File: src/hw/rtl/wra_pkg.sv
package wra_pkg;

  localparam int DATA_W      = 32;
  localparam int WINDOW_BITS = 10;
  localparam int WIN_IN_W    = 10;
  localparam int SEEN_W      = 10;
  localparam int OP_W        = 2;

  localparam logic [WINDOW_BITS-1:0] DEFAULT_WINDOW = WINDOW_BITS'(10);

  // Widest numerator: window-sized weight times a Q15.16 value, plus one sample.
  localparam int NUM_W     = DATA_W + WINDOW_BITS + 1;
  localparam int MUL_CNT_W = $clog2(WINDOW_BITS);
  localparam int DIV_CNT_W = $clog2(NUM_W);

  typedef enum logic [OP_W-1:0] {
    OP_UPDATE  = 2'd0,
    OP_INIT    = 2'd1,
    OP_CLEAR   = 2'd2,
    OP_RESCALE = 2'd3
  } op_t;

  typedef logic [WINDOW_BITS-1:0] win_t;
  typedef logic [NUM_W-1:0]       num_t;

  // A zero window is taken as one so that no divisor is ever zero.
  function automatic win_t legal_window(input logic [WIN_IN_W-1:0] w);
    win_t m;
    m = WINDOW_BITS'(w);
    return (m == '0) ? WINDOW_BITS'(1) : m;
  endfunction

endpackage

File: src/hw/rtl/wra_if.sv
interface wra_in_if;
  logic                              valid;
  logic                              ready;
  wra_pkg::op_t                      op;
  logic signed [wra_pkg::DATA_W-1:0] sample;
  logic [wra_pkg::WIN_IN_W-1:0]      window;

  modport source (output valid, op, sample, window, input ready);
  modport sink   (input valid, op, sample, window, output ready);
endinterface

interface wra_out_if;
  logic                              valid;
  logic                              ready;
  logic signed [wra_pkg::DATA_W-1:0] average;
  logic [wra_pkg::SEEN_W-1:0]        samples_seen;

  modport source (output valid, average, samples_seen, input ready);
  modport sink   (input valid, average, samples_seen, output ready);
endinterface

File: src/hw/rtl/wra_serial_div.sv
module wra_serial_div (
  input  logic                             clk,
  input  logic                             rst_n,
  input  logic                             start,
  input  logic [wra_pkg::NUM_W-1:0]        dividend,
  input  logic [wra_pkg::WINDOW_BITS-1:0]  divisor,
  output logic                             done,
  output logic [wra_pkg::NUM_W-1:0]        quotient
);
  import wra_pkg::*;

  logic [WINDOW_BITS-1:0] rem_r, rem_nxt;
  logic [WINDOW_BITS-1:0] den_r, den_nxt;
  logic [NUM_W-1:0]       nq_r, nq_nxt;
  logic [DIV_CNT_W-1:0]   cnt_r, cnt_nxt;
  logic                   busy_r, busy_nxt;
  logic                   done_r, done_nxt;
  logic [WINDOW_BITS:0]   trial;
  logic [WINDOW_BITS:0]   diff;
  logic                   ge;

  // Restoring division: the dividend shifts out of the top of nq_r one bit
  // per cycle while quotient bits shift in at the bottom.
  assign trial = {rem_r, nq_r[NUM_W-1]};
  assign diff  = trial - {1'b0, den_r};
  assign ge    = (trial >= {1'b0, den_r});

  always_comb begin
    rem_nxt  = rem_r;
    den_nxt  = den_r;
    nq_nxt   = nq_r;
    cnt_nxt  = cnt_r;
    busy_nxt = busy_r;
    done_nxt = 1'b0;
    if (start) begin
      rem_nxt  = '0;
      nq_nxt   = dividend;
      den_nxt  = divisor;
      cnt_nxt  = '0;
      busy_nxt = 1'b1;
    end else if (busy_r) begin
      rem_nxt = ge ? diff[WINDOW_BITS-1:0] : trial[WINDOW_BITS-1:0];
      nq_nxt  = {nq_r[NUM_W-2:0], ge};
      cnt_nxt = cnt_r + DIV_CNT_W'(1);
      if (cnt_r == DIV_CNT_W'(NUM_W - 1)) begin
        busy_nxt = 1'b0;
        done_nxt = 1'b1;
      end
    end
  end

  always_ff @(posedge clk) begin
    if (!rst_n) begin
      busy_r <= 1'b0;
      done_r <= 1'b0;
    end else begin
      busy_r <= busy_nxt;
      done_r <= done_nxt;
    end
    rem_r <= rem_nxt;
    den_r <= den_nxt;
    nq_r  <= nq_nxt;
    cnt_r <= cnt_nxt;
  end

  assign done     = done_r;
  assign quotient = nq_r;

  a_start_when_free: assert property (@(posedge clk) disable iff (!rst_n)
    start |-> !busy_r)
    else $error("divider started while busy");

endmodule

File: src/hw/rtl/windowed_running_average.sv
// Channel  Dir  Fields                         Beat when
// in_ch    in   op, sample, window             valid && ready
// out_ch   out  average, samples_seen           valid && ready
//
// Update and rescale run WINDOW_BITS multiply steps, then NUM_W restoring
// divide steps, between one accepted beat and the next. Init and clear skip
// both and go straight to the done state.
// Reset (synchronous, active low) clears the average and count and loads
// the default window. A new beat is taken while a result waits in the
// output register; only a result that finds that register full stalls.
module windowed_running_average (
  input  logic      clk,
  input  logic      rst_n,
  wra_in_if.sink    in_ch,
  wra_out_if.source out_ch
);
  import wra_pkg::*;

  typedef enum logic [3:0] {
    S_IDLE = 4'b0001,
    S_MUL  = 4'b0010,
    S_DIV  = 4'b0100,
    S_DONE = 4'b1000
  } state_t;

  state_t                   state_r, state_nxt;
  logic signed [DATA_W-1:0] avg_r, avg_nxt;
  win_t                     cnt_r, cnt_nxt;
  win_t                     win_r, win_nxt;
  win_t                     wgt_r, wgt_nxt;
  win_t                     den_r, den_nxt;
  logic signed [NUM_W-1:0]  acc_r, acc_nxt;
  logic signed [NUM_W-1:0]  mcand_r, mcand_nxt;
  logic [MUL_CNT_W-1:0]     mcnt_r, mcnt_nxt;
  logic                     div_start_r, div_start_nxt;
  logic                     out_valid_r, out_valid_nxt;
  logic signed [DATA_W-1:0] out_avg_r, out_avg_nxt;
  logic [SEEN_W-1:0]        out_seen_r, out_seen_nxt;

  win_t                     new_win;
  num_t                     acc_mag;
  logic                     div_done;
  num_t                     div_quo;
  logic                     pos_ovf;
  logic                     neg_ovf;
  logic signed [DATA_W-1:0] div_avg;
  num_t                     quo_neg;

  assign new_win = legal_window(in_ch.window);
  assign acc_mag = acc_r[NUM_W-1] ? (~acc_r + NUM_W'(1)) : acc_r;
  assign quo_neg = ~div_quo + NUM_W'(1);

  wra_serial_div u_div (
    .clk      (clk),
    .rst_n    (rst_n),
    .start    (div_start_r),
    .dividend (acc_mag),
    .divisor  (den_r),
    .done     (div_done),
    .quotient (div_quo)
  );

  // Saturate the signed quotient to the Q15.16 range.
  assign pos_ovf = |div_quo[NUM_W-1:DATA_W-1];
  assign neg_ovf = (|div_quo[NUM_W-1:DATA_W]) ||
                   (div_quo[DATA_W-1] && (|div_quo[DATA_W-2:0]));

  always_comb begin
    if (acc_r[NUM_W-1]) begin
      div_avg = neg_ovf ? {1'b1, {(DATA_W-1){1'b0}}} : quo_neg[DATA_W-1:0];
    end else begin
      div_avg = pos_ovf ? {1'b0, {(DATA_W-1){1'b1}}} : div_quo[DATA_W-1:0];
    end
  end

  assign in_ch.ready = (state_r == S_IDLE);

  always_comb begin
    state_nxt     = state_r;
    avg_nxt       = avg_r;
    cnt_nxt       = cnt_r;
    win_nxt       = win_r;
    wgt_nxt       = wgt_r;
    den_nxt       = den_r;
    acc_nxt       = acc_r;
    mcand_nxt     = mcand_r;
    mcnt_nxt      = mcnt_r;
    div_start_nxt = 1'b0;
    out_valid_nxt = out_valid_r;
    out_avg_nxt   = out_avg_r;
    out_seen_nxt  = out_seen_r;

    if (out_valid_r && out_ch.ready) begin
      out_valid_nxt = 1'b0;
    end

    unique case (state_r)
      S_IDLE: begin
        if (in_ch.valid) begin
          mcnt_nxt = '0;
          unique case (in_ch.op)
            OP_UPDATE: begin
              acc_nxt   = NUM_W'(in_ch.sample);
              mcand_nxt = NUM_W'(avg_r);
              if (cnt_r < win_r) begin
                wgt_nxt = cnt_r;
                den_nxt = cnt_r + WINDOW_BITS'(1);
                cnt_nxt = cnt_r + WINDOW_BITS'(1);
              end else begin
                wgt_nxt = win_r - WINDOW_BITS'(1);
                den_nxt = win_r;
              end
              state_nxt = S_MUL;
            end
            OP_INIT: begin
              win_nxt   = new_win;
              avg_nxt   = '0;
              cnt_nxt   = '0;
              state_nxt = S_DONE;
            end
            OP_CLEAR: begin
              avg_nxt   = '0;
              cnt_nxt   = '0;
              state_nxt = S_DONE;
            end
            OP_RESCALE: begin
              acc_nxt   = '0;
              mcand_nxt = NUM_W'(avg_r);
              wgt_nxt   = win_r;
              den_nxt   = new_win;
              win_nxt   = new_win;
              state_nxt = S_MUL;
            end
          endcase
        end
      end
      S_MUL: begin
        // One weight bit per cycle, least significant first.
        if (wgt_r[0]) begin
          acc_nxt = acc_r + mcand_r;
        end
        mcand_nxt = mcand_r <<< 1;
        wgt_nxt   = wgt_r >> 1;
        mcnt_nxt  = mcnt_r + MUL_CNT_W'(1);
        if (mcnt_r == MUL_CNT_W'(WINDOW_BITS - 1)) begin
          div_start_nxt = 1'b1;
          state_nxt     = S_DIV;
        end
      end
      S_DIV: begin
        if (div_done) begin
          avg_nxt   = div_avg;
          state_nxt = S_DONE;
        end
      end
      S_DONE: begin
        if (!out_valid_r || out_ch.ready) begin
          out_valid_nxt = 1'b1;
          out_avg_nxt   = avg_r;
          out_seen_nxt  = SEEN_W'(cnt_r);
          state_nxt     = S_IDLE;
        end
      end
      default: begin
        state_nxt = S_IDLE;
      end
    endcase
  end

  always_ff @(posedge clk) begin
    if (!rst_n) begin
      state_r     <= S_IDLE;
      avg_r       <= '0;
      cnt_r       <= '0;
      win_r       <= DEFAULT_WINDOW;
      div_start_r <= 1'b0;
      out_valid_r <= 1'b0;
    end else begin
      state_r     <= state_nxt;
      avg_r       <= avg_nxt;
      cnt_r       <= cnt_nxt;
      win_r       <= win_nxt;
      div_start_r <= div_start_nxt;
      out_valid_r <= out_valid_nxt;
    end
    wgt_r      <= wgt_nxt;
    den_r      <= den_nxt;
    acc_r      <= acc_nxt;
    mcand_r    <= mcand_nxt;
    mcnt_r     <= mcnt_nxt;
    out_avg_r  <= out_avg_nxt;
    out_seen_r <= out_seen_nxt;
  end

  assign out_ch.valid        = out_valid_r;
  assign out_ch.average      = out_avg_r;
  assign out_ch.samples_seen = out_seen_r;

  a_done_in_div: assert property (@(posedge clk) disable iff (!rst_n)
    div_done |-> (state_r == S_DIV))
    else $error("divider finished outside the divide phase");

  a_init_clears: assert property (@(posedge clk) disable iff (!rst_n)
    (in_ch.valid && in_ch.ready && in_ch.op == OP_INIT) |=>
      (cnt_r == '0 && avg_r == '0 && win_r != '0))
    else $error("init did not clear the average");

  a_result_from_done: assert property (@(posedge clk) disable iff (!rst_n)
    $rose(out_valid_r) |-> $past(state_r == S_DONE))
    else $error("result appeared without a finished item");

  a_divisor_nonzero: assert property (@(posedge clk) disable iff (!rst_n)
    div_start_r |-> (den_r != '0))
    else $error("divide started with a zero divisor");

endmodule

File: src/flat_wrapper.sv
// flat-port wrapper written by rule: the top's interface ports become plain ports
module windowed_running_average_flat import wra_pkg::*;
  (clk, rst_n, in_ch_valid, in_ch_op, in_ch_sample, in_ch_window, in_ch_ready, out_ch_valid, out_ch_average, out_ch_samples_seen, out_ch_ready);
  wra_in_if in_ch_i ();
  wra_out_if out_ch_i ();
  input  logic clk;
  input  logic rst_n;
  input wire logic [$bits(in_ch_i.valid)-1:0] in_ch_valid;
  input wire logic [$bits(in_ch_i.op)-1:0] in_ch_op;
  input wire logic [$bits(in_ch_i.sample)-1:0] in_ch_sample;
  input wire logic [$bits(in_ch_i.window)-1:0] in_ch_window;
  output wire logic [$bits(in_ch_i.ready)-1:0] in_ch_ready;
  output wire logic [$bits(out_ch_i.valid)-1:0] out_ch_valid;
  output wire logic [$bits(out_ch_i.average)-1:0] out_ch_average;
  output wire logic [$bits(out_ch_i.samples_seen)-1:0] out_ch_samples_seen;
  input wire logic [$bits(out_ch_i.ready)-1:0] out_ch_ready;
  assign in_ch_i.valid = in_ch_valid;
  assign in_ch_i.op = in_ch_op;
  assign in_ch_i.sample = in_ch_sample;
  assign in_ch_i.window = in_ch_window;
  assign in_ch_ready = in_ch_i.ready;
  assign out_ch_valid = out_ch_i.valid;
  assign out_ch_average = out_ch_i.average;
  assign out_ch_samples_seen = out_ch_i.samples_seen;
  assign out_ch_i.ready = out_ch_ready;
  windowed_running_average u_core (.clk(clk), .rst_n(rst_n), .in_ch(in_ch_i), .out_ch(out_ch_i));
endmodule
File: config.mk
export PLATFORM = sky130hd
export DESIGN_NAME = windowed_running_average_flat
export DESIGN_NICKNAME = d
export VERILOG_FILES = /design/src/hw/rtl/wra_pkg.sv /design/src/hw/rtl/wra_if.sv /design/src/hw/rtl/wra_serial_div.sv /design/src/hw/rtl/windowed_running_average.sv /design/src/flat_wrapper.sv
export SDC_FILE = /design/constraint.sdc
export NUM_CORES = 1
export LEC_CHECK = 0
export BUFFER_PORTS_ARGS = -buffer_cell sky130_fd_sc_hd__buf_2
export CAP_MARGIN = 15
export CORE_AREA = 2 2 165 167
export CTS_CLUSTER_SIZE = 14
export DETAILED_ROUTE_END_ITERATION = 10
export DIE_AREA = 0 0 167 169
export PLACE_DENSITY = 0.77
export SKIP_CTS_REPAIR_TIMING = 1
export SYNTH_ARGS = -nofsm -noshare
export SYNTH_HDL_FRONTEND = slang
export SYNTH_HIERARCHICAL = 1
export SYNTH_SLANG_ARGS = --single-unit
File: constraint.sdc
create_clock -name clk -period 4.45 [get_ports clk]
set_input_delay 0 -clock clk [delete_from_list [all_inputs] [get_ports clk]]
set_output_delay 0 -clock clk [all_outputs]
set_load 0.02 [all_outputs]
==> metrics.txt, run 1 <==
status finished with violations; failing checks hold timing; area of the placeable core ~27000 um2; number of placement rows 60; number of hold violations in the final report 1; largest vdd supply drop approximately 0.00047 V; synth-to-layout area growth 13.9%; Slew headroom between 20% and 30%; maximum buffer depth of the clock tree 3; H-tree depth reported by CTS 1; largest net degree at the start of global routing between 100 and 150; total area of multi-input combinational cells a little over 8000 um2; total global routing track utilization about 27%; clock sink count between 200 and 300; overflow left after global routing 0; First DRT Iteration DRCs roughly 1500; total placed instance area approximately 17000 um2; Crit Path Category reg2reg; first-pass GRT wire length about 63 mm; antenna diode count 0; cell area after synthesis around 16000 um2; number of library cell types mapped by synthesis 79; Clock Latency Late Sink about 0.57 ns; EDFF count, synth 205; DR vias 13300; total of warnings raised by yosys 6; clock transition at the registers of the reported paths ~0.06 ns; routed wire length a little over 40 mm; largest area contributor in the netlist sky130_fd_sc_hd__edfxtp_1; fraction of synthesized cell area taken by the top area cell type about 38%; final setup skew 0.0208 ns; category of the worst setup path capture point flip-flop; root cell of the clock tree sky130_fd_sc_hd__clkbuf_16; LEAKAGE about 7.0 nW; Buffers on Ports 91; count of final max-slew check failures 0; vias in the first global route between 10000 and 15000; time the final worst path needs with I/O delays and setup about 3.9 ns; antenna violations before repair 0; syn nets 1778; peak clock frequency supported by timing 258 MHz; Routability Congestion ~0.91; Total Nets Final between 1500 and 2000; Data arrival, critical path 4.36 ns; kind of launch point of the worst setup path flip-flop; endpoint required time on the critical path 4.93 ns; drt wl/cell between 15 and 20 um; cells taking the most area after synthesis sky130_fd_sc_hd__edfxtp_1 (38%), sky130_fd_sc_hd__dfxtp_1 (9.4%), sky130_fd_sc_hd__nand2_1 (6.0%); ratio of cells with drive above 1 in the final layout a little over an eighth; final routed DRC violation total 0; FF+latch count, synth roughly 280; post-route fraction of the period consumed by the critical path between 80% and 90%; WHS -0.00140 ns; number of max-cap violations 0; synthesized netlist cell count 1656; top-level port count 92; # setup viols final 0; die area 28200 um2; Die Height about 170 um; number of nets with antenna violations after detailed routing 0; number of filler instances in the final layout approximately 2000; per-instance average area after synthesis between 9 and 10 um2; detailed-routing iteration count for the pre-antenna-repair pass 6; Setup TNS Final 0 ns; portion of the post-synthesis area used by sequential elements around 47%; initial cell density of the core between 60% and 70%; largest fanout on the critical path 22; area of all sequential standard cells 7680 um2; total non-filler cell area in the finished layout between 15000 and 20000 um2; TritonCTS clock tree yes; areal power density over the cells roughly 400 nW/um2; number of buffers added by the clock tree synthesis step 31; total half-perimeter wirelength after legalization and detailed placement roughly 27 mm; transition time of the tightest slew-check pin 1.12 ns; Die Span X between 150 and 200 um; async set-or-reset flop fraction in the synthesized netlist 0%; RSZ-0062 raised after global routing false; type of the most critical hold path in2reg; average vias per placed instance approximately 6.3; Post-synth top flop sky130_fd_sc_hd__edfxtp_1
==> power breakdown <==
group | total [mW] | switching (mW) | leakage, nW | internal [mW]
Clock | 2.59 | 1.06 | 0.514 | 1.53
Combinational | 1.55 | 0.938 | 3.93 | 0.613
Sequential | 3.17 | 0.157 | 2.51 | 3.02
Total | 7.32 | 2.15 | 6.95 | 5.16
==> routing by layer <==
| layer | share of wire [%] | vias to the layer above | global-route usage (%) |
|---|---|---|---|
| met5 | 0 | - | 0 |
| met3 | 7.8 | 74 | 3.97 |
| met1 | 43 | 6329 | 38.6 |
| li1 | - | 6340 | - |
| met4 | 2.5 | 0 | 7.98 |
| met2 | 47 | 565 | 44.0 |
==> worst max-delay path, stage by stage (launching register included) <==
cell	delay, ns
sky130_fd_sc_hd__edfxtp_1	0.46
sky130_fd_sc_hd__inv_1	0.09
sky130_fd_sc_hd__ha_1	0.20
sky130_fd_sc_hd__nor3b_1	0.36
sky130_fd_sc_hd__nand3_1	0.16
sky130_fd_sc_hd__or3_1	0.41
sky130_fd_sc_hd__nor3_1	0.77
sky130_fd_sc_hd__and2_1	0.35
sky130_fd_sc_hd__nand2_1	0.09
sky130_fd_sc_hd__a31oi_2	0.20
sky130_fd_sc_hd__buf_4	0.32
sky130_fd_sc_hd__o221ai_1	0.19
sky130_fd_sc_hd__a21oi_1	0.19
==> state kept, by name (all words and copies together) (netlist names) <==
signal and cells:
u_core/cnt_r 10, u_core/mcnt_r 4, u_core/u_div/busy_r 1, u_core/wgt_r 10, u_core/out_ch.average 32, u_core/out_ch.samples_seen 10, u_core/div_start_r 1, u_core/u_div/quotient 43
u_core/den_r 10, u_core/state_r 4, u_core/out_ch.valid 1, u_core/u_div/den_r 10, u_core/mcand_r 43, u_core/u_div/cnt_r 6, u_core/u_div/done 1, u_core/u_div/rem_r 10
u_core/win_r 10, u_core/avg_r 32, u_core/acc_r 43
==> stage by stage <==
stage	util, %	setup slack [ns]	instances	power, mW	hold WS (ns)
5_1_grt	69.8	0.398	2128	7.62	0.0356
4_1_cts	68.0	0.591	2082	7.29	-0.314
3_5_place_dp	64.1	0.605	2024	4.71	0.277
6_report	69.8	0.568	2128	7.32	-0.00140
3_3_place_gp	64.1	0.683	2024	4.66	0.269
2_1_floorplan	-	0.342	1656	4.31	0.127
==> worst paths after layout <==
path / startpoint / end / slack (ns) / cells after the start
setup reg to reg: u_core/u_div/quotient[0]$_DFFE_PP_ / u_core/avg_r[5]$_SDFFE_PN0P_ / 0.57 / 12
setup / recovery: u_core/u_div/quotient[0]$_DFFE_PP_ / u_core/avg_r[5]$_SDFFE_PN0P_ / 0.57 / 12
hold reg to reg: u_core/den_r[5]$_DFFE_PP_ / u_core/u_div/den_r[5]$_DFFE_PP_ / 0.42 / 0
hold / removal: in_ch_sample[5] / u_core/acc_r[5]$_DFFE_PP_ / -0.001 / 3
==> cells in the final DEF (no fill, tap or decap), types with 13 or more instances in the layout <==
master / count
sky130_fd_sc_hd__xor2_1: 25
sky130_fd_sc_hd__o21ai_0: 85
sky130_fd_sc_hd__a211oi_1: 13
sky130_fd_sc_hd__dlygate4sd3_1: 46
sky130_fd_sc_hd__buf_4: 19
sky130_fd_sc_hd__mux2i_1: 17
sky130_fd_sc_hd__nand4_1: 14
sky130_fd_sc_hd__ha_1: 71
sky130_fd_sc_hd__o211ai_1: 21
sky130_fd_sc_hd__nand3_1: 48
sky130_fd_sc_hd__inv_1: 49
sky130_fd_sc_hd__or3_1: 15
sky130_fd_sc_hd__mux2_2: 44
sky130_fd_sc_hd__a31oi_1: 21
sky130_fd_sc_hd__edfxtp_1: 205
sky130_fd_sc_hd__nand2_1: 258
sky130_fd_sc_hd__buf_2: 91
sky130_fd_sc_hd__and3_1: 16
sky130_fd_sc_hd__nor2_1: 93
sky130_fd_sc_hd__xnor2_1: 66
sky130_fd_sc_hd__nand3b_1: 22
sky130_fd_sc_hd__o21a_1: 15
sky130_fd_sc_hd__a21oi_1: 126
sky130_fd_sc_hd__nor3_1: 30
sky130_fd_sc_hd__a21o_1: 31
sky130_fd_sc_hd__clkbuf_16: 31
sky130_fd_sc_hd__o31ai_1: 17
sky130_fd_sc_hd__dfxtp_1: 75
sky130_fd_sc_hd__o221ai_1: 16
==> cell type report <==
cell class | instances | area share (%)
multi-input combinational | 1241 | 43.7
sequential | 281 | 41.5
timing repair buffer | 157 | 5.83
clock buffer | 41 | 4.67
tap | 341 | 2.31
inverter | 50 | 1.02
clock inverter | 17 | 0.927
==> cells in the mapped netlist, types with 5 or more instances <==
library cell,count
sky130_fd_sc_hd__o41ai_1,5
sky130_fd_sc_hd__a31oi_1,22
sky130_fd_sc_hd__o211ai_1,21
sky130_fd_sc_hd__o21a_1,16
sky130_fd_sc_hd__a22oi_1,5
sky130_fd_sc_hd__dfxtp_1,76
sky130_fd_sc_hd__o21ai_0,85
sky130_fd_sc_hd__nand4_1,14
sky130_fd_sc_hd__nor2b_1,13
sky130_fd_sc_hd__xor2_1,25
sky130_fd_sc_hd__xnor2_1,66
sky130_fd_sc_hd__mux2_2,44
sky130_fd_sc_hd__o221ai_1,16
sky130_fd_sc_hd__ha_1,72
sky130_fd_sc_hd__or4_4,5
sky130_fd_sc_hd__a21o_1,31
sky130_fd_sc_hd__nand2_1,258
sky130_fd_sc_hd__nor2_1,94
sky130_fd_sc_hd__o31ai_1,17
sky130_fd_sc_hd__or4_1,9
sky130_fd_sc_hd__o21bai_1,7
sky130_fd_sc_hd__edfxtp_1,205
sky130_fd_sc_hd__a21oi_1,128
sky130_fd_sc_hd__buf_1,11
sky130_fd_sc_hd__o21ai_1,5
sky130_fd_sc_hd__a221oi_1,10
sky130_fd_sc_hd__nor4_1,11
sky130_fd_sc_hd__or3_1,15
sky130_fd_sc_hd__mux2i_1,17
sky130_fd_sc_hd__clkbuf_1,72
sky130_fd_sc_hd__nand2b_1,12
sky130_fd_sc_hd__nand3_1,48
sky130_fd_sc_hd__and3_1,16
sky130_fd_sc_hd__a211oi_1,13
sky130_fd_sc_hd__and2_1,7
sky130_fd_sc_hd__nor3_1,30
sky130_fd_sc_hd__inv_1,49
sky130_fd_sc_hd__nor3b_1,11
sky130_fd_sc_hd__nand3b_1,22
==> cell families after synthesis <==
family | synth area share, %
AND/OR/NAND/NOR | 17.7
AO/OA/AOI/OAI | 16.9
flip-flops | 47.3
buffers and inverters | 3.15
XOR/XNOR | 4.91
adder cells (fa/ha/maj) | 5.80
multiplexers | 4.17
Power figures use the tool's default switching activity.
==> inputs of run 2 (changes only) <==
- CELL_PAD_IN_SITES_DETAIL_PLACEMENT: default -> 0
- CELL_PAD_IN_SITES_GLOBAL_PLACEMENT: default -> 2
- CORE_AREA: 2 2 165 167 -> 2 2 202 204
- CTS_BUF_LIST: default -> sky130_fd_sc_hd__clkbuf_8
- CTS_CLUSTER_DIAMETER: default -> 80
- DIE_AREA: 0 0 167 169 -> 0 0 204 206
- PLACE_DENSITY: 0.77 -> 0.79
==> run 2 against run 1 <==
- the flow now finishes without violations
- critical path depth fell by 2
- clock-buffer cell count down 14
- flip-flop and latch count is the same
- largest cell class unchanged
- highest routed layer unchanged
==> metrics.txt, run 2 (synthesized netlist as in run 1, its figures left out) <==
largest net degree at the start of global routing 128 (unchanged); ratio of cells with drive above 1 in the final layout 12.8% (was 13.7%); DR vias 12700 (was 13300); count of final max-slew check failures 0 (unchanged); status finished, final reports clean (was finished with violations); # placed instances 2216 (was 2024); delay-heaviest family, CP simple AND/OR/NAND/NOR gates (unchanged); CP Cell Sequence or4_4 > or3_1 > or3_1 > or4_4 > nand2b_4 > nand2b_4 > or4_4 > o31ai_4 > xnor2_1 > mux2_2 (was inv_1 > ha_1 > nor3b_1 > nand3_1 > or3_1 > nor3_1 > and2_1 > nand2_1 > a31oi_2 > buf_4 > o221ai_1 > a21oi_1); antenna violations before repair 0 (unchanged); total stage count of the critical path 10 (was 12); transition time of the tightest slew-check pin 1.13 ns (was 1.12 ns); CP peak stage delay 0.57 ns (was 0.77 ns); root cell of the clock tree sky130_fd_sc_hd__clkbuf_8 (was sky130_fd_sc_hd__clkbuf_16); Data arrival, critical path 4.22 ns (was 4.36 ns); WHS 0.0573 ns (was -0.00140 ns); largest fanout on the critical path 6 (was 22); Hold Path Cell Cnt 3 (unchanged); Total Nets Final 1879 (was 1884); average vias per placed instance 5.52 (was 6.25); endpoint required time on the critical path 4.82 ns (was 4.93 ns); number of buffers added by the clock tree synthesis step 25 (was 31); FF-to-FF End u_core/u_div/quotient[37]$_DFFE_PP_ (was u_core/avg_r[5]$_SDFFE_PN0P_); number of max-cap violations 0 (unchanged); final setup skew 0.0236 ns (was 0.0208 ns); Die Span X 204 um (was 167 um); die area 42000 um2 (was 28200 um2); Die Height 206 um (was 169 um); first-pass GRT wire length 67.8 mm (was 63.1 mm); peak clock frequency supported by timing 260 MHz (was 258 MHz); Slew headroom 24.4% (was 25.2%); RSZ-0062 raised after global routing false (unchanged); detailed-routing iteration count for the pre-antenna-repair pass 5 (was 6); areal power density over the cells 345 nW/um2 (was 396 nW/um2); kind of launch point of the worst setup path flip-flop (unchanged); number of filler instances in the final layout 3942 (was 2011); antenna diode count 0 (unchanged); # setup viols final 0 (unchanged); final routed DRC violation total 0 (unchanged); time the final worst path needs with I/O delays and setup 3.85 ns (was 3.88 ns); slowest cell on the critical path sky130_fd_sc_hd__or4_4 (was sky130_fd_sc_hd__nor3_1); category of the worst setup path capture point flip-flop (unchanged); number of hold violations in the final report 0 (was 1); total global routing track utilization 20.5% (was 27.3%); total non-filler cell area in the finished layout 18200 um2 (was 18500 um2); Crit Path Category reg2reg (unchanged); Clock Latency Late Sink 0.62 ns (was 0.57 ns); startpoint of the lowest-slack hold path in_ch_sample[5] (unchanged); drt wl/cell 19.2 um (was 18.9 um); minimum setup slack among reg-to-reg paths 0.60 ns (was 0.57 ns); overflow left after global routing 0 (unchanged); clock sink count 281 (unchanged); area of the placeable core 40200 um2 (was 26500 um2); most common cell after layout, fill and taps aside sky130_fd_sc_hd__nand2_1 (unchanged); Routability Congestion 0.838 (was 0.914); First DRT Iteration DRCs 891 (was 1483); worst-case hold path end point u_core/acc_r[5]$_DFFE_PP_ (unchanged); maximum buffer depth of the clock tree 3 (unchanged); synth-to-layout area growth 12.2% (was 13.9%); total placed instance area 17300 um2 (was 17000 um2); initial cell density of the core 40.4% (was 61.2%); LEAKAGE 6.74 nW (was 6.95 nW); routed wire length 44.3 mm (was 40.3 mm); Critical Path Most Common Cell sky130_fd_sc_hd__or4_4; largest vdd supply drop 0.000205 V (was 0.000466 V); vias in the first global route 11700 (was 12300); most used cells in the layout excluding fill and tap cells sky130_fd_sc_hd__nand2_1 (258), sky130_fd_sc_hd__edfxtp_1 (205), sky130_fd_sc_hd__a21oi_1 (126), sky130_fd_sc_hd__nor2_1 (93), sky130_fd_sc_hd__buf_2 (91) (unchanged); total half-perimeter wirelength after legalization and detailed placement 30.6 mm (was 27.2 mm); clock transition at the registers of the reported paths 0.11 ns (was 0.06 ns); number of standard cells in the layout, taps in and fillers out 2308 (was 2128); post-route fraction of the period consumed by the critical path 86.6% (was 87.2%); number of nets with antenna violations after detailed routing 0 (unchanged); top-level port count 92 (unchanged); H-tree depth reported by CTS 1 (unchanged); Critical R2R Launch u_core/acc_r[5]$_DFFE_PP_ (was u_core/u_div/quotient[0]$_DFFE_PP_); Setup TNS Final 0 ns (unchanged); depth of the worst register-to-register path 10 (was 12); number of placement rows 74 (was 60); TritonCTS clock tree yes (unchanged); Buffers on Ports 91 (unchanged); type of the most critical hold path in2reg (unchanged); final standard cell utilization of the core 45.3% (was 69.8%); CP Buf/Inv Count 0 (was 2)
run 2: layer usage:
layer	track usage (%)	share of wire (%)	vias to the layer above
met4	4.43	1.4	0
li1	-	-	6318
met5	0	0	-
met2	33.6	46	245
met1	29.6	49	6128
met3	1.89	3.5	46
run 2: worst max-delay path by stage:
| stage | start | endpoint | slack, ns |
|---|---|---|---|
| 2_1_floorplan | u_core/state_r[3]$_SDFFE_PN0P_ | u_core/mcand_r[0]$_SDFFCE_PP0P_ | 0.34 |
| 3_3_place_gp | u_core/acc_r[5]$_DFFE_PP_ | u_core/u_div/quotient[37]$_DFFE_PP_ | 0.66 |
| 3_5_place_dp | u_core/acc_r[5]$_DFFE_PP_ | u_core/u_div/quotient[37]$_DFFE_PP_ | 0.65 |
| 4_1_cts | u_core/acc_r[5]$_DFFE_PP_ | u_core/u_div/quotient[37]$_DFFE_PP_ | 0.62 |
| 5_1_grt | u_core/acc_r[5]$_DFFE_PP_ | u_core/u_div/quotient[39]$_DFFE_PP_ | 0.47 |
| 6_report | u_core/acc_r[5]$_DFFE_PP_ | u_core/u_div/quotient[37]$_DFFE_PP_ | 0.60 |
run 2: layout make-up:
type                    instances  area [um2]  area share [%]
repair buffers                158        1120            6.17
well taps                     532         666            3.66
multi-input cells            1241        8090            44.4
clock inverters                19        88.8           0.488
inverters                      50         188            1.03
clock buffers                  27         372            2.04
flip-flops and latches        281        7680            42.2
run 2: through the flow:
stage | total power, mW | worst slack, ns
floorplan | 4.31 | 0.342
global placement | 4.77 | 0.663
detailed placement | 4.78 | 0.650
CTS | 6.32 | 0.617
global route | 6.63 | 0.470
finish | 6.29 | 0.598
run 2: worst register-to-register path: cells and delay by family (launching register included):
kind / cells / cell delay, ns
AO/OA/AOI/OAI: 1 / 0.19
AND/OR/NAND/NOR: 7 / 2.62
XOR/XNOR: 1 / 0.09
flip-flops: 1 / 0.45
multiplexers: 1 / 0.26
run 2: power by group:
group          switching, mW  total, mW  internal [mW]
registers              0.175       3.19           3.01
clock network          0.949       1.52          0.571
logic                  0.956       1.58          0.626
total                   2.08       6.29           4.21
==> inputs of run 3 (changes only) <==
- ABC_AREA: default -> 1
- CELL_PAD_IN_SITES_DETAIL_PLACEMENT: 0 -> default
- CELL_PAD_IN_SITES_GLOBAL_PLACEMENT: 2 -> default
- CORE_AREA: 2 2 202 204 -> 5 5 178 180
- DIE_AREA: 0 0 204 206 -> 0 0 183 185
- PLACE_DENSITY: 0.79 -> 0.77
==> run 3 against run 2 <==
- combinational power rose by 16%
- synthesized cell count rose by 54%
- fmax rose by 27%
- wire length rose by 24%
- critical path type unchanged
- largest cell class unchanged
==> metrics.txt, run 3 <==
status finished, final reports clean (unchanged); first element of the critical path u_core/cnt_r[3]$_SDFFE_PN0P_ (was u_core/acc_r[5]$_DFFE_PP_); number of max-cap violations 0 (unchanged); Setup TNS Final 0 ns (unchanged); Clock Latency Late Sink 0.60 ns (was 0.62 ns); first-pass GRT wire length 83.3 mm (was 67.8 mm); # setup viols final 0 (unchanged); LEAKAGE 9.31 nW (was 6.74 nW); total of warnings raised by yosys 6 (unchanged); syn nets 2670 (was 1778); time the final worst path needs with I/O delays and setup 3.03 ns (was 3.85 ns); routed wire length on met2 24.7 mm (was 20.3 mm); Slew headroom 29.8% (was 24.4%); initial cell density of the core 60.7% (was 40.4%); average vias per placed instance 5.55 (was 5.52); Total Nets Final 2785 (was 1879); First DRT Iteration DRCs 1782 (was 891); largest fanout on the critical path 20 (was 6); async set-or-reset flop fraction in the synthesized netlist 0% (unchanged); drt wl/cell 17.8 um (was 19.2 um); detailed-routing iteration count for the pre-antenna-repair pass 6 (was 5); number of library cell types mapped by synthesis 46 (was 79); antenna diode count 0 (unchanged); Hold Path Cell Cnt 3 (unchanged); kind of launch point of the worst setup path flip-flop (unchanged); depth of the worst register-to-register path 9 (was 10); Placement Setup Slack 1.56 ns (was 0.650 ns); Critical R2R Launch u_core/cnt_r[3]$_SDFFE_PN0P_ (was u_core/acc_r[5]$_DFFE_PP_); top routing layer used met4 (unchanged); RSZ-0062 raised after global routing false (unchanged); EDFF count, synth 205 (unchanged); root cell of the clock tree sky130_fd_sc_hd__clkbuf_8 (unchanged); cells taking the most area after synthesis sky130_fd_sc_hd__edfxtp_1 (34%), sky130_fd_sc_hd__nand2_1 (20%), sky130_fd_sc_hd__dfxtp_1 (8.3%) (was sky130_fd_sc_hd__edfxtp_1 (38%), sky130_fd_sc_hd__dfxtp_1 (9.4%), sky130_fd_sc_hd__nand2_1 (6.0%)); Routability Congestion 0.982 (was 0.838); post-layout power 6.53 mW (was 6.29 mW); TritonCTS clock tree yes (unchanged); final critical-path setup slack 1.42 ns (was 0.598 ns); FF+latch count, synth 281 (unchanged); Buffers on Ports 91 (unchanged); final routed DRC violation total 0 (unchanged); FF-to-FF End u_core/den_r[5]$_DFFE_PP_ (was u_core/u_div/quotient[37]$_DFFE_PP_); Crit Path Category reg2reg (unchanged); portion of the post-synthesis area used by sequential elements 42.1% (was 47.3%); ratio of cells with drive above 1 in the final layout 6.72% (was 12.8%); areal power density over the cells 327 nW/um2 (was 345 nW/um2); DR vias 17100 (was 12700); transition time of the tightest slew-check pin 1.05 ns (was 1.13 ns); post-route fraction of the period consumed by the critical path 68.2% (was 86.6%); maximum buffer depth of the clock tree 3 (unchanged); wire length on met1 23.6 mm (was 21.8 mm); count of final max-slew check failures 0 (unchanged); largest net degree at the start of global routing 87 (was 128); Die Span X 183 um (was 204 um); synthesized netlist cell count 2548 (was 1656); top cells by instance count after synthesis sky130_fd_sc_hd__nand2_1 (949), sky130_fd_sc_hd__inv_1 (310), sky130_fd_sc_hd__nor2_1 (244) (was sky130_fd_sc_hd__nand2_1 (258), sky130_fd_sc_hd__edfxtp_1 (205), sky130_fd_sc_hd__a21oi_1 (128)); antenna violations before repair 0 (unchanged); die area 33900 um2 (was 42000 um2); area of the placeable core 30000 um2 (was 40200 um2); largest vdd supply drop 0.000260 V (was 0.000205 V); most common cell after layout, fill and taps aside sky130_fd_sc_hd__nand2_1 (unchanged); peak clock frequency supported by timing 330 MHz (was 260 MHz); fraction of synthesized cell area taken by the top area cell type 33.8% (was 37.9%); overflow left after global routing 0 (unchanged); sum of met3 wire segment lengths after detailed routing 4.82 mm (was 1.54 mm); vias in the first global route 15400 (was 11700); number of hold violations in the final report 0 (unchanged); cell with the most instances after synthesis sky130_fd_sc_hd__nand2_1 (unchanged); worst-case hold path end point u_core/acc_r[31]$_DFFE_PP_ (was u_core/acc_r[5]$_DFFE_PP_); type of the most critical hold path in2reg (unchanged); routed wire length 54.7 mm (was 44.3 mm); total half-perimeter wirelength after legalization and detailed placement 41.3 mm (was 30.6 mm); top-level port count 92 (unchanged); number of nets with antenna violations after detailed routing 0 (unchanged); number of placement rows 64 (was 74); Post-synth top flop sky130_fd_sc_hd__edfxtp_1 (unchanged); number of buffers added by the clock tree synthesis step 24 (was 25); startpoint of the lowest-slack hold path in_ch_sample[31] (was in_ch_sample[5]); most used cells in the layout excluding fill and tap cells sky130_fd_sc_hd__nand2_1 (949), sky130_fd_sc_hd__inv_1 (323), sky130_fd_sc_hd__nor2_1 (241), sky130_fd_sc_hd__edfxtp_1 (205), sky130_fd_sc_hd__nand3_1 (153) (was sky130_fd_sc_hd__nand2_1 (258), sky130_fd_sc_hd__edfxtp_1 (205), sky130_fd_sc_hd__a21oi_1 (126), sky130_fd_sc_hd__nor2_1 (93), sky130_fd_sc_hd__buf_2 (91)); minimum setup slack among reg-to-reg paths 1.42 ns (was 0.60 ns); largest area contributor in the netlist sky130_fd_sc_hd__edfxtp_1 (unchanged); H-tree depth reported by CTS 1 (unchanged); Die Height 185 um (was 206 um); cell area after synthesis 18200 um2 (was 16200 um2); final setup skew 0.0473 ns (was 0.0236 ns); category of the worst setup path capture point flip-flop (unchanged); clock sink count 281 (unchanged); endpoint required time on the critical path 4.75 ns (was 4.82 ns); synth-to-layout area growth 9.48% (was 12.2%); per-instance average area after synthesis 7.15 um2 (was 9.80 um2); clock transition at the registers of the reported paths 0.09 ns (was 0.11 ns); total global routing track utilization 31.0% (was 20.5%); Data arrival, critical path 3.33 ns (was 4.22 ns)
-- run 3: worst max-delay path: stages (launching register included) --
cell	delay, ns
sky130_fd_sc_hd__dfxtp_1	0.54
sky130_fd_sc_hd__ha_1	0.31
sky130_fd_sc_hd__a21oi_1	0.13
sky130_fd_sc_hd__o21ai_0	0.09
sky130_fd_sc_hd__nand2_1	0.06
sky130_fd_sc_hd__nand3_1	0.50
sky130_fd_sc_hd__inv_1	0.72
sky130_fd_sc_hd__nand2_1	0.14
sky130_fd_sc_hd__o211ai_1	0.11
sky130_fd_sc_hd__o21ai_0	0.12
-- run 3: metrics by stage --
stage	area, um2	cells	hold slack (ns)	util (%)
floorplan	18200	2548	0.120	-
global placement	19000	2979	0.269	63.2
detailed placement	19000	2979	0.275	63.2
CTS	19400	3022	-0.340	64.7
global route	20000	3076	0.0209	66.5
finish	20000	3076	0.00499	66.5
-- run 3: worst max-delay path by stage --
stage,slack (ns),to,cells after the start
6_report,1.42,u_core/den_r[5]$_DFFE_PP_,9
5_1_grt,1.25,u_core/den_r[2]$_DFFE_PP_,9
4_1_cts,1.57,u_core/den_r[5]$_DFFE_PP_,10
3_5_place_dp,1.56,u_core/den_r[5]$_DFFE_PP_,10
3_3_place_gp,1.60,u_core/wgt_r[8]$_DFFE_PP_,10
2_1_floorplan,0.79,u_core/acc_r[0]$_DFFE_PP_,8
-- run 3: cell type report --
cell class	instances	area (um2)
fillers	2668	10100
multi-input cells	1879	9050
flip-flops and latches	281	7680
inverters	319	1200
repair buffers	158	1090
well taps	396	495
clock buffers	25	344
clock inverters	18	104
-- run 3: metal layers --
| layer | GRT usage, % | vias up |
|---|---|---|
| met5 | 0 | - |
| met4 | 7.93 | 0 |
| met3 | 4.52 | 93 |
| met2 | 49.5 | 699 |
| met1 | 44.8 | 7874 |
| li1 | - | 8413 |
-- run 3: where the power goes --
group	total [mW]	switching [mW]	internal, mW	leakage, nW
clock network	1.48	0.897	0.587	0.283
logic	1.83	1.24	0.584	6.49
registers	3.22	0.191	3.03	2.53
total	6.53	2.33	4.20	9.31
-- run 3: kinds of logic (layout without fill, tap and decap cells) --
group,Yosys count,after routing,share of synthesized area (%)
AND/OR/NAND/NOR,1457,1457,32.9
buffers and inverters,388,520,8.38
AO/OA/AOI/OAI,281,281,8.26
flip-flops,281,281,42.1
adder cells (fa/ha/maj),74,74,5.16
XOR/XNOR,67,67,3.22
